[src/rtl/nrb_pkg.sv]
package nrb_pkg;

  // fixed field width of the root degree
  localparam int unsigned DegreeW = 6;

  // defaults for the top-level parameters
  localparam int unsigned RadicandBitsDef = 32;
  localparam int unsigned FractionBitsDef = 20;
  localparam int unsigned MaxDegreeDef    = 63;

  // partial products of one split multiply
  localparam int unsigned PpCount = 4;

  // which halves of the operands feed the multiplier
  typedef enum logic [1:0] {
    PP_LL = 2'd0,
    PP_LH = 2'd1,
    PP_HL = 2'd2,
    PP_HH = 2'd3
  } pp_sel_e;

  typedef struct packed {
    logic    load;
    logic    step;
    logic    pp_en;
    pp_sel_e pp_sel;
    logic    add_en;
    logic    add_first;
    pp_sel_e add_sel;
    logic    acc_load;
    logic    set_low;
    logic    set_high;
    logic    out_load;
  } nrb_cmd_t;

  typedef struct packed {
    logic is_tiny;
    logic interval_done;
    logic over;
    logic below;
  } nrb_status_t;

endpackage

[src/rtl/nrb_dpath.sv]
module nrb_dpath import nrb_pkg::*; #(
  parameter int unsigned RadicandBits = RadicandBitsDef,
  parameter int unsigned FractionBits = FractionBitsDef
) (
  input  logic                                 clk_i,
  input  logic                                 rst_ni,
  input  nrb_cmd_t                             cmd_i,
  input  logic [RadicandBits-1:0]              radicand_i,
  output nrb_status_t                          status_o,
  output logic [RadicandBits+FractionBits-1:0] root_o
);

  localparam int unsigned W   = RadicandBits + FractionBits;
  localparam int unsigned H   = (W + 1) / 2;
  localparam int unsigned PPW = 2 * H;
  localparam int unsigned PW  = 4 * H;

  logic [W-1:0]   target_q, low_q, high_q, mid_q, acc_q, root_q;
  logic           tiny_q;
  logic [PPW-1:0] pp_q;
  logic [PW-1:0]  prod_q;

  logic [W-1:0]   one_fx;
  logic [W-1:0]   span;
  logic [W-1:0]   mid_d;
  logic [PPW-1:0] a_ext, b_ext;
  logic [H-1:0]   op_a, op_b;
  logic [PPW-1:0] pp_d;
  logic [PW-1:0]  pp_ext, pp_shifted, prod_d;
  logic [PW-1:0]  quot;

  assign one_fx = W'(1) << FractionBits;
  assign span   = high_q - low_q;
  assign mid_d  = low_q + (span >> 1);

  // operand halves, acc times mid
  assign a_ext = PPW'(acc_q);
  assign b_ext = PPW'(mid_q);

  always_comb begin
    unique case (cmd_i.pp_sel)
      PP_LL: begin
        op_a = a_ext[H-1:0];
        op_b = b_ext[H-1:0];
      end
      PP_LH: begin
        op_a = a_ext[H-1:0];
        op_b = b_ext[PPW-1:H];
      end
      PP_HL: begin
        op_a = a_ext[PPW-1:H];
        op_b = b_ext[H-1:0];
      end
      default: begin
        op_a = a_ext[PPW-1:H];
        op_b = b_ext[PPW-1:H];
      end
    endcase
  end

  assign pp_d   = PPW'(op_a) * PPW'(op_b);
  assign pp_ext = PW'(pp_q);

  always_comb begin
    unique case (cmd_i.add_sel) inside
      PP_LL:        pp_shifted = pp_ext;
      PP_LH, PP_HL: pp_shifted = pp_ext << H;
      default:      pp_shifted = pp_ext << PPW;
    endcase
  end

  assign prod_d = cmd_i.add_first ? pp_shifted : prod_q + pp_shifted;

  // truncated fixed-point product
  assign quot = prod_q >> FractionBits;

  assign status_o.is_tiny       = tiny_q;
  assign status_o.interval_done = span <= W'(1);
  assign status_o.over          = quot > PW'(target_q);
  assign status_o.below         = acc_q < target_q;

  always_ff @(posedge clk_i or negedge rst_ni) begin
    if (!rst_ni) begin
      tiny_q <= 1'b0;
    end else if (cmd_i.load) begin
      tiny_q <= (radicand_i[RadicandBits-1:1] == '0);
    end
  end

  always_ff @(posedge clk_i) begin
    if (cmd_i.load) begin
      target_q <= W'(radicand_i) << FractionBits;
      high_q   <= W'(radicand_i) << FractionBits;
      low_q    <= one_fx;
    end
    if (cmd_i.step) begin
      mid_q <= mid_d;
      acc_q <= one_fx;
    end
    if (cmd_i.pp_en) begin
      pp_q <= pp_d;
    end
    if (cmd_i.add_en) begin
      prod_q <= prod_d;
    end
    if (cmd_i.acc_load) begin
      acc_q <= prod_q[FractionBits +: W];
    end
    if (cmd_i.set_low) begin
      low_q <= mid_q;
    end
    if (cmd_i.set_high) begin
      high_q <= mid_q;
    end
    if (cmd_i.out_load) begin
      root_q <= high_q;
    end
  end

  assign root_o = root_q;

endmodule

[src/rtl/nrb_ctrl.sv]
module nrb_ctrl import nrb_pkg::*; #(
  parameter int unsigned MaxDegree = MaxDegreeDef
) (
  input  logic               clk_i,
  input  logic               rst_ni,
  input  logic               in_valid_i,
  output logic               in_ready_o,
  input  logic [DegreeW-1:0] degree_i,
  output logic               out_valid_o,
  input  logic               out_ready_i,
  input  nrb_status_t        status_i,
  output nrb_cmd_t           cmd_o
);

  localparam int unsigned CntW = $clog2(PpCount + 1);

  typedef enum logic [2:0] {
    ST_IDLE,
    ST_STEP,
    ST_MUL,
    ST_TEST,
    ST_FINAL,
    ST_DONE
  } state_e;

  state_e            state_q;
  logic [DegreeW-1:0] deg_q, iter_q, deg_d;
  logic [CntW-1:0]   pp_cnt_q;
  logic              out_valid_q;
  logic              finished;
  logic [1:0]        add_idx;

  assign deg_d    = (degree_i > DegreeW'(MaxDegree)) ? DegreeW'(MaxDegree) : degree_i;
  assign finished = status_i.is_tiny | status_i.interval_done;
  assign add_idx  = pp_cnt_q[1:0] - 2'd1;

  assign in_ready_o  = (state_q == ST_IDLE);
  assign out_valid_o = out_valid_q;

  always_comb begin
    cmd_o = '0;
    unique case (state_q)
      ST_IDLE: begin
        cmd_o.load = in_valid_i;
      end
      ST_STEP: begin
        cmd_o.step = !finished;
      end
      ST_MUL: begin
        // issue the next partial product while one remains, fold in the previous one once there is one
        cmd_o.pp_en     = (pp_cnt_q < CntW'(PpCount));
        cmd_o.pp_sel    = pp_sel_e'(pp_cnt_q[1:0]);
        cmd_o.add_en    = (pp_cnt_q != '0);
        cmd_o.add_first = (pp_cnt_q == CntW'(1));
        cmd_o.add_sel   = pp_sel_e'(add_idx);
      end
      ST_TEST: begin
        cmd_o.set_high = status_i.over;
        cmd_o.acc_load = !status_i.over;
      end
      ST_FINAL: begin
        cmd_o.set_low  = status_i.below;
        cmd_o.set_high = !status_i.below;
      end
      ST_DONE: begin
        cmd_o.out_load = !out_valid_q || out_ready_i;
      end
      default: begin
        cmd_o = '0;
      end
    endcase
  end

  always_ff @(posedge clk_i or negedge rst_ni) begin
    if (!rst_ni) begin
      state_q     <= ST_IDLE;
      deg_q       <= '0;
      iter_q      <= '0;
      pp_cnt_q    <= '0;
      out_valid_q <= 1'b0;
    end else begin
      if (cmd_o.out_load) begin
        out_valid_q <= 1'b1;
      end else if (out_ready_i) begin
        out_valid_q <= 1'b0;
      end

      unique case (state_q)
        ST_IDLE: begin
          if (in_valid_i) begin
            deg_q   <= deg_d;
            state_q <= ST_STEP;
          end
        end
        ST_STEP: begin
          iter_q   <= '0;
          pp_cnt_q <= '0;
          if (finished) begin
            state_q <= ST_DONE;
          end else if (deg_q == '0) begin
            state_q <= ST_FINAL;
          end else begin
            state_q <= ST_MUL;
          end
        end
        ST_MUL: begin
          pp_cnt_q <= pp_cnt_q + CntW'(1);
          if (pp_cnt_q == CntW'(PpCount)) begin
            state_q <= ST_TEST;
          end
        end
        ST_TEST: begin
          pp_cnt_q <= '0;
          if (status_i.over) begin
            state_q <= ST_STEP;
          end else if (iter_q + DegreeW'(1) == deg_q) begin
            state_q <= ST_FINAL;
          end else begin
            iter_q  <= iter_q + DegreeW'(1);
            state_q <= ST_MUL;
          end
        end
        ST_FINAL: begin
          state_q <= ST_STEP;
        end
        ST_DONE: begin
          if (cmd_o.out_load) begin
            state_q <= ST_IDLE;
          end
        end
        default: begin
          state_q <= ST_IDLE;
        end
      endcase
    end
  end

endmodule

[src/rtl/nth_root_bisection_unit.sv]
// sequence: load, then per bisection step a midpoint step and up to degree multiplies of the
// running power by the midpoint, each followed by a compare; a step is cut short by a partial
// power above the target, else a final compare moves one bound (about 52 steps at default widths)
// throughput: one transaction at a time; each multiply runs on the shared half-width multiplier
// as four partial products, one drain and one compare
// reset: asynchronous active-low, clears the controller and the output valid; no clearing pass
module nth_root_bisection_unit import nrb_pkg::*; #(
  parameter int unsigned RADICAND_BITS = RadicandBitsDef,
  parameter int unsigned FRACTION_BITS = FractionBitsDef,
  parameter int unsigned MAX_DEGREE    = MaxDegreeDef
) (
  input  logic clk_i,
  input  logic rst_ni,

  input  logic s_axis_tvalid_i,
  output logic s_axis_tready_o,
  // degree [DegreeW-1:0], radicand above it, zero pad to whole bytes
  input  logic [((DegreeW+RADICAND_BITS+7)/8)*8-1:0] s_axis_tdata_i,

  output logic m_axis_tvalid_o,
  input  logic m_axis_tready_i,
  // root (unsigned fixed point, FRACTION_BITS fraction bits), zero pad to whole bytes
  output logic [((RADICAND_BITS+FRACTION_BITS+7)/8)*8-1:0] m_axis_tdata_o
);

  localparam int unsigned RootW     = RADICAND_BITS + FRACTION_BITS;
  localparam int unsigned OutTdataW = ((RootW + 7) / 8) * 8;

  nrb_cmd_t                 cmd;
  nrb_status_t              status;
  logic [DegreeW-1:0]       degree;
  logic [RADICAND_BITS-1:0] radicand;
  logic [RootW-1:0]         root;

  // unpack the input transaction
  assign degree   = s_axis_tdata_i[DegreeW-1:0];
  assign radicand = s_axis_tdata_i[DegreeW +: RADICAND_BITS];

  // controller: bisection sequencing, power loop count, partial product order
  nrb_ctrl #(
    .MaxDegree (MAX_DEGREE)
  ) u_ctrl (
    .clk_i       (clk_i),
    .rst_ni      (rst_ni),
    .in_valid_i  (s_axis_tvalid_i),
    .in_ready_o  (s_axis_tready_o),
    .degree_i    (degree),
    .out_valid_o (m_axis_tvalid_o),
    .out_ready_i (m_axis_tready_i),
    .status_i    (status),
    .cmd_o       (cmd)
  );

  // datapath: interval bounds, midpoint, running power and split multiplier
  nrb_dpath #(
    .RadicandBits (RADICAND_BITS),
    .FractionBits (FRACTION_BITS)
  ) u_dpath (
    .clk_i      (clk_i),
    .rst_ni     (rst_ni),
    .cmd_i      (cmd),
    .radicand_i (radicand),
    .status_o   (status),
    .root_o     (root)
  );

  // result register sits in the datapath, so the next transaction may start
  // while this one is still waiting downstream
  assign m_axis_tdata_o = OutTdataW'(root);

endmodule
[config.mk]
export PLATFORM = sky130hd
export DESIGN_NAME = nth_root_bisection_unit
export DESIGN_NICKNAME = d
export VERILOG_FILES = /design/src/rtl/nrb_pkg.sv /design/src/rtl/nrb_dpath.sv /design/src/rtl/nrb_ctrl.sv /design/src/rtl/nth_root_bisection_unit.sv
export SDC_FILE = /design/constraint.sdc
export NUM_CORES = 2
export LEC_CHECK = 0
export BUFFER_PORTS_ARGS = -buffer_cell sky130_fd_sc_hd__buf_4
export CAP_MARGIN = 10
export CORE_ASPECT_RATIO = 0.5
export CORE_MARGIN = 2
export CORE_UTILIZATION = 60
export CTS_CLUSTER_SIZE = 30
export DETAILED_ROUTE_END_ITERATION = 8
export PLACE_DENSITY = 0.76
export SLEW_MARGIN = 25
export SYNTH_ARGS = -nofsm -noshare
export SYNTH_HDL_FRONTEND = slang
export SYNTH_SLANG_ARGS = --single-unit
export TNS_END_PERCENT = 30
[constraint.sdc]
create_clock -name clk_i -period 11.8 [get_ports clk_i]
set_clock_uncertainty 0.15 [all_clocks]
set_input_delay 1.77 -clock clk_i [delete_from_list [all_inputs] [get_ports clk_i]]
set_output_delay 1.77 -clock clk_i [all_outputs]
set_load 0.01 [all_outputs]
# [Word level (Yosys, flattened, before mapping)]
# Index checks and enable logic that the tools add are counted.
[classes] add_sub_neg=6 mul=1 n_div=0 order_cmp=5 n_eq_ne=17 shift=0 muxes=32 bitwise=1 reduce_logical=24
[ops] op="52-bit two-way mux" count=6
[ops] op="104-bit case mux with 2 select lines" count=1
[ops] op="104-bit adder" count=1
[ops] op="104-bit two-way mux" count=1
[ops] op="84-bit by 52-bit greater-than comparator with 1-bit output" count=1
[ops] op="52-bit by 51-bit adder with 52-bit output" count=1
[ops] op="52-bit by 1-bit <= comparator with 1-bit output (second input constant)" count=1
[ops] op="52-bit < comparator" count=1
[ops] op="26-bit by 26-bit multiplier with 52-bit output" count=1
[ops] op="26-bit two-way mux" count=2
[ops] op="52-bit subtractor" count=1
[ops] op="31-bit zero test" count=1
[ops] op="3-bit two-way mux" count=7
[ops] op="6-bit two-way mux" count=3
[ops] op="3-bit case mux with 6 select lines" count=1
[ops] op="6-bit case mux with 2 select lines" count=1
[ops] op="2-bit nonzero test" count=6
[ops] op="3-bit equality test (second input constant)" count=3
[ops] op="2-bit inequality test (second input constant)" count=4
[ops] op="2-bit OR reduction" count=4
[ops] op="1-bit two-way mux" count=7
[ops] op="7-bit two-way mux" count=1
[ops] op="6-bit by 1-bit adder with 6-bit output (second input constant)" count=1
[ops] op="3-bit by 1-bit equality test with 1-bit output (second input constant)" count=2
[ops] op="other kinds (20)" count=28
[word_totals] regBits=468 latchBits=0 ramBits=0 rom_bits=0 input_bits=44 out_inout_bits=58 word_cells=100 n_memories=0

# [Longest topological paths before layout]
[logic_depth] word_depth=7 depth_mapped=35 ltp_nobuf=33

# [By module]
# A second synthesis with hierarchy kept.
[unflattened] cells_unflattened=5712 hier_area_um2=53729.0
[by_module_without_submodules] mod="nrb_dpath" instances=1 cells_per_inst=5578 area_per_inst_um2=52487.8 seq_area_each_um2=13477.9
[by_module_without_submodules] mod="nrb_ctrl" instances=1 cells_per_inst=129 area_per_inst_um2=1207.4 seq_area_each_um2=475.5
[by_module_without_submodules] mod="nth_root_bisection_unit" instances=1 cells_per_inst=5 area_per_inst_um2=33.8 seq_area_each_um2=0.0

# [Worst setup path after synthesis]
# Ideal clock, no wire load.
[synth_path] path_type="register to register" startpoint="reg u_ctrl.state_q[2]" endpoint="reg u_dpath.pp_q[48], data pin" setup_ns=0.180 arrival_time_ns=8.902 required_time_ns=11.470 slack_ns=2.568 path_stages_with_launch=33 path_buffers=2 synth_period_minus_slack_ns=9.232 cell_sequence="dfrtp_1 nand2b_1 or2_2 nor2_1 buf_1 buf_1 mux2i_1 nor2_1 fa_1 fa_1 inv_1 fa_1 fa_1 inv_1 fa_1 fa_1 inv_1 fa_1 inv_1 ha_1 a21o_1 a21o_1 a21oi_1 o21ai_0 a21oi_1 o311ai_0 o21bai_1 a221oi_1 o21ai_1 o211a_1 o21a_1 o21a_1 o311ai_1"
[synth_between] elab_chain_cells=6 elab_cells_between_ends=10 classes_between="1 x mul; 3 x eq/ne; 3 x mux; 3 x reduce/logical"
[synth_lines] element="start, declared" line_no="nrb_ctrl.sv:26" source="state_e state_q;"
[synth_lines] element="start signal, assigned" line_no="nrb_ctrl.sv:76" source="state_q <= ST_IDLE;"
[synth_lines] element="start signal, assigned" line_no="nrb_ctrl.sv:92" source="state_q <= ST_STEP;"
[synth_lines] element="start signal, assigned" line_no="nrb_ctrl.sv:99" source="state_q <= ST_DONE;"
[synth_lines] element="3-bit by 2-bit equality test with 1-bit output (*)" line_no="nrb_ctrl.sv:42" source="unique case (state_q)"
[synth_lines] element="7-bit two-way mux (*)" line_no="nrb_ctrl.sv:42"
[synth_lines] element="2-bit by 1-bit equality test with 1-bit output (tied with other cells)" line_no="nrb_dpath.sv:41" source="unique case (cmd_i.pp_sel)"
[synth_lines] element="2-bit OR reduction (no line)"
[synth_lines] element="26-bit two-way mux" line_no="nrb_dpath.sv:41"
[synth_lines] element="26-bit by 26-bit multiplier with 52-bit output (*)" line_no="nrb_dpath.sv:61" source="assign pp_d = PPW'(op_a) * PPW'(op_b);"
[synth_lines] element="net u_dpath.pp_d[48]" line_no="nrb_dpath.sv:28" source="logic [PPW-1:0] pp_d;"
[synth_lines] element="end signal, assigned" line_no="nrb_dpath.sv:101" source="pp_q <= pp_d;"
[synth_lines] element="end, declared" line_no="nrb_dpath.sv:20" source="logic [PPW-1:0] pp_q;"
# Mark *: on every way through the listed nets, which the timed path passes. The rest lies on a longest branch.
# A chain may end at the register's enable or synchronous reset.

# [Worst setup path after layout]
[layout_path] startpoint="reg u_ctrl.state_q[1]" endpoint="reg u_dpath.pp_q[48], data pin"
# Same word-level chain as after synthesis.

==> flow_summary.ini <==
[placement]
gp_congestion = 1.03
dp.final_hpwl_mm = 139
numPortBuffers = 95

[clock_tree]
path_clk_slew_ps = 70
cts_setup_buffers = 0
root_buffer = clkbuf_16
clock_sinks = 468
clk_latency_ps = 660
cts_tree = done
ctsHoldBuffers = 0
post_cts_resized = 0
htree_levels = 2
tritoncts.num_buffers = 48
cts_buffer_depth = 3

[synthesis]
async_flop_share_pct = 4.27
syn_avg_cell_area_um2 = 9.37
synth_seq_cells = 468
syn_inst = 5745
synthesis.area_um2 = 53800
synth_warnings = 0
synth_edf_count = 448
synthFlopType = edfxtp_1
ys_seq_area_share_pct = 25.9
ys_types = 84

[grt]
grt.busiest_layer = met2
grt_pass1_wl_mm = 267
grt_overflow = 0
use_met3_pct = 11.5
grt_pass1_vias = 43512
grt_util_all_layers_pct = 38.7
grt_max_degree = 71
met1_usage_pct = 54.2
grt_use_met2_pct = 56.9
grt_antenna_before_repair = 10

[flow_run]
max-cap-violations = 0

[layout]
fillCellCount = 7182
post-route-util_pct = 64.9
layout.nets = 6813
final_layout_size_suffix_gt1_share_pct = 6.94
syn_to_final_growth_pct = 6.81

[timing]
tns_ps = 0
setup_viol = 0
rsz0062_at_grt = no
post-route-period-util_pct = 92.7
fmax_ghz = 0.0914
relSlewSlack_pct = 24.7
tightest_slew_ps = 1120
drv_slew = 0
finalHoldViolations = 0
period_needed_ps = 10940

[route]
drt_iter0_drc = 4759
wl_per_cell_um = 25.2
firstDrtPassIters = 7
vias = 43509
route.detailed.drc = 0
detail-route-antenna-nets = 0
via_per_inst = 6.26
routed_wl_mm = 175

[die]
die_h_um = 216
die_w_um = 427
std_cell_rows = 77
die_area_um2 = 92200
start_util_pct = 60.8
core_um2 = 88500
num_io_pins = 102

[worst_setup_path]
required_ps = 12090
worst-path-buf-inv = 5
crit_slowest_cell = mux2i_2
critical-path-top-delay-family = adder cells
crit_top_cell = fa_1
critPathMaxFanout = 29
end_kind = flip-flop
arrival_ps = 11230
slowest_delay_ps = 860
crit_type = reg2reg
cp-start-kind = flip-flop

[run_status]
status = finished clean

[hold_path]
hp-class = reg2reg
[sequential cells by signal, summed over array words and instances, names as in the netlist]
register / cells
u_dpath.prod_q: 104
u_dpath.a_ext: 52
u_dpath.b_ext: 52
u_dpath.high_q: 52
u_dpath.low_q: 52
u_dpath.pp_q: 52
u_dpath.root_o: 52
u_dpath.target_q: 32
u_ctrl.deg_q: 6
u_ctrl.iter_q: 6
u_ctrl.pp_cnt_q: 3
u_ctrl.state_q: 3
u_ctrl.out_valid_o: 1
u_dpath.tiny_q: 1
[metal layers]
metal	wire (um)	part of all wire, %
met1	71300	41
met2	73700	42
met3	22500	13
met4	7880	4.5
met5	45	0.026
[cells in the final DEF (no fill, tap or decap), types with 8 or more instances in the layout]
cell type  instances
mux2i_2           10
o21ai_0          182
nand3_1           55
and3_1            32
a31oi_1           26
ha_1             465
a22o_1            53
inv_1            794
o2111ai_1          8
o211ai_1          14
a211oi_1          23
edfxtp_1         448
dfrtp_1           20
o31ai_1           17
mux2i_1           41
or3_1             19
nor3_1            49
a21oi_1          354
nand4_1           85
fa_1             577
nor2_1           597
and2_1           194
nand2_1          510
nor2b_1           47
nor4_1            35
and4_1             9
o21bai_1          48
a21boi_0          17
a21o_1           190
mux2_2            94
xnor2_1          153
o21a_1            37
buf_4            181
xor2_1            84
nand2b_1          43
clkbuf_16         48
o21ai_1           14
[metrics by stage]
stage | instance area (um2) | hold WS [ps] | cells | worst slack (ps)
after global routing | 57500 | 319 | 6948 | 420
after detailed placement | 55900 | 297 | 6862 | 1140
final | 57500 | 310 | 6951 | 864
after global placement | 55900 | 301 | 6862 | 1290
after CTS | 57500 | 313 | 6947 | 1080
after floorplan | 53800 | 276 | 5748 | 2570
[worst paths after layout]
kind | start | to | slack, ps | depth (start not counted)
worst max-delay path | u_ctrl.state_q[1] | u_dpath.pp_q[48] | 860 | 30
worst min-delay path | u_dpath.high_q[16] | u_dpath.root_o[16] | 310 | 0
worst max register to register | u_ctrl.state_q[1] | u_dpath.pp_q[48] | 860 | 30
worst min register to register | u_dpath.high_q[16] | u_dpath.root_o[16] | 310 | 0
max in group asynchronous | rst_ni | u_ctrl.iter_q[0] | 10430 | 1
min in group asynchronous | rst_ni | u_ctrl.pp_cnt_q[1] | 850 | 1
[cell type report]
type,instances,area (um2),area share [%]
timing repair buffer,182,1380,2.40
multi-input combinational,4233,36100,62.8
sequential,468,14000,24.3
tap,1185,1480,2.58
clock buffer,55,1230,2.14
inverter,794,2980,5.19
clock inverter,30,369,0.642
antenna,4,10.0,0.0174
[cells in the mapped netlist, types with 18 or more instances]
cell type  number  share of area [%]
dfrtp_1        20               0.93
o21a_1         37               0.52
mux2_2         94                2.0
xor2_1         84                1.4
nand2_1       511                3.6
o21ai_0       183                1.7
nand4_1        85               0.99
a31oi_1        26               0.30
nor2_1        603                4.2
and3_1         33               0.38
a21oi_1       355                3.3
nand2b_1       44               0.51
ha_1          465                 11
nand3_1        55               0.51
o31ai_1        18               0.25
a21o_1        190                2.7
nor3_1         50               0.47
o21bai_1       48               0.67
a211oi_1       23               0.32
inv_1         794                5.5
nor2b_1        49               0.57
and2_1        194                2.3
edfxtp_1      448                 25
fa_1          577                 21
mux2i_1        52               0.97
nor4_1         35               0.41
or3_1          19               0.22
a22o_1         53               0.86
clkbuf_1      240                1.7
xnor2_1       153                2.5
[worst reg2reg max path: cells and delay by family (launching register included)]
family | cells | cell delay (ps)
AND/OR/NAND/NOR | 4 | 1480
AO/OA/AOI/OAI | 12 | 3080
buffers and inverters | 5 | 640
adder cells (fa/ha/maj) | 8 | 3960
flip-flops | 1 | 590
multiplexers | 1 | 870
[cells by family (layout without fill, tap and decap cells)]
kind of cell             count (synthesis)  in the layout  share of synthesized area [%]
multiplexers                           146            146                           2.93
buffers and inverters                 1047           1061                           7.33
adder cells (fa/ha/maj)               1042           1042                           32.3
other                                    1              8                        0.00697
AO/OA/AOI/OAI                         1079           1079                           12.8
flip-flops                             468            468                           25.9
XOR/XNOR                               237            237                           3.86
AND/OR/NAND/NOR                       1725           1725                           14.8
Power is not shown: default switching activity piles up to over one toggle a cycle in this logic, so the estimate is an artifact.
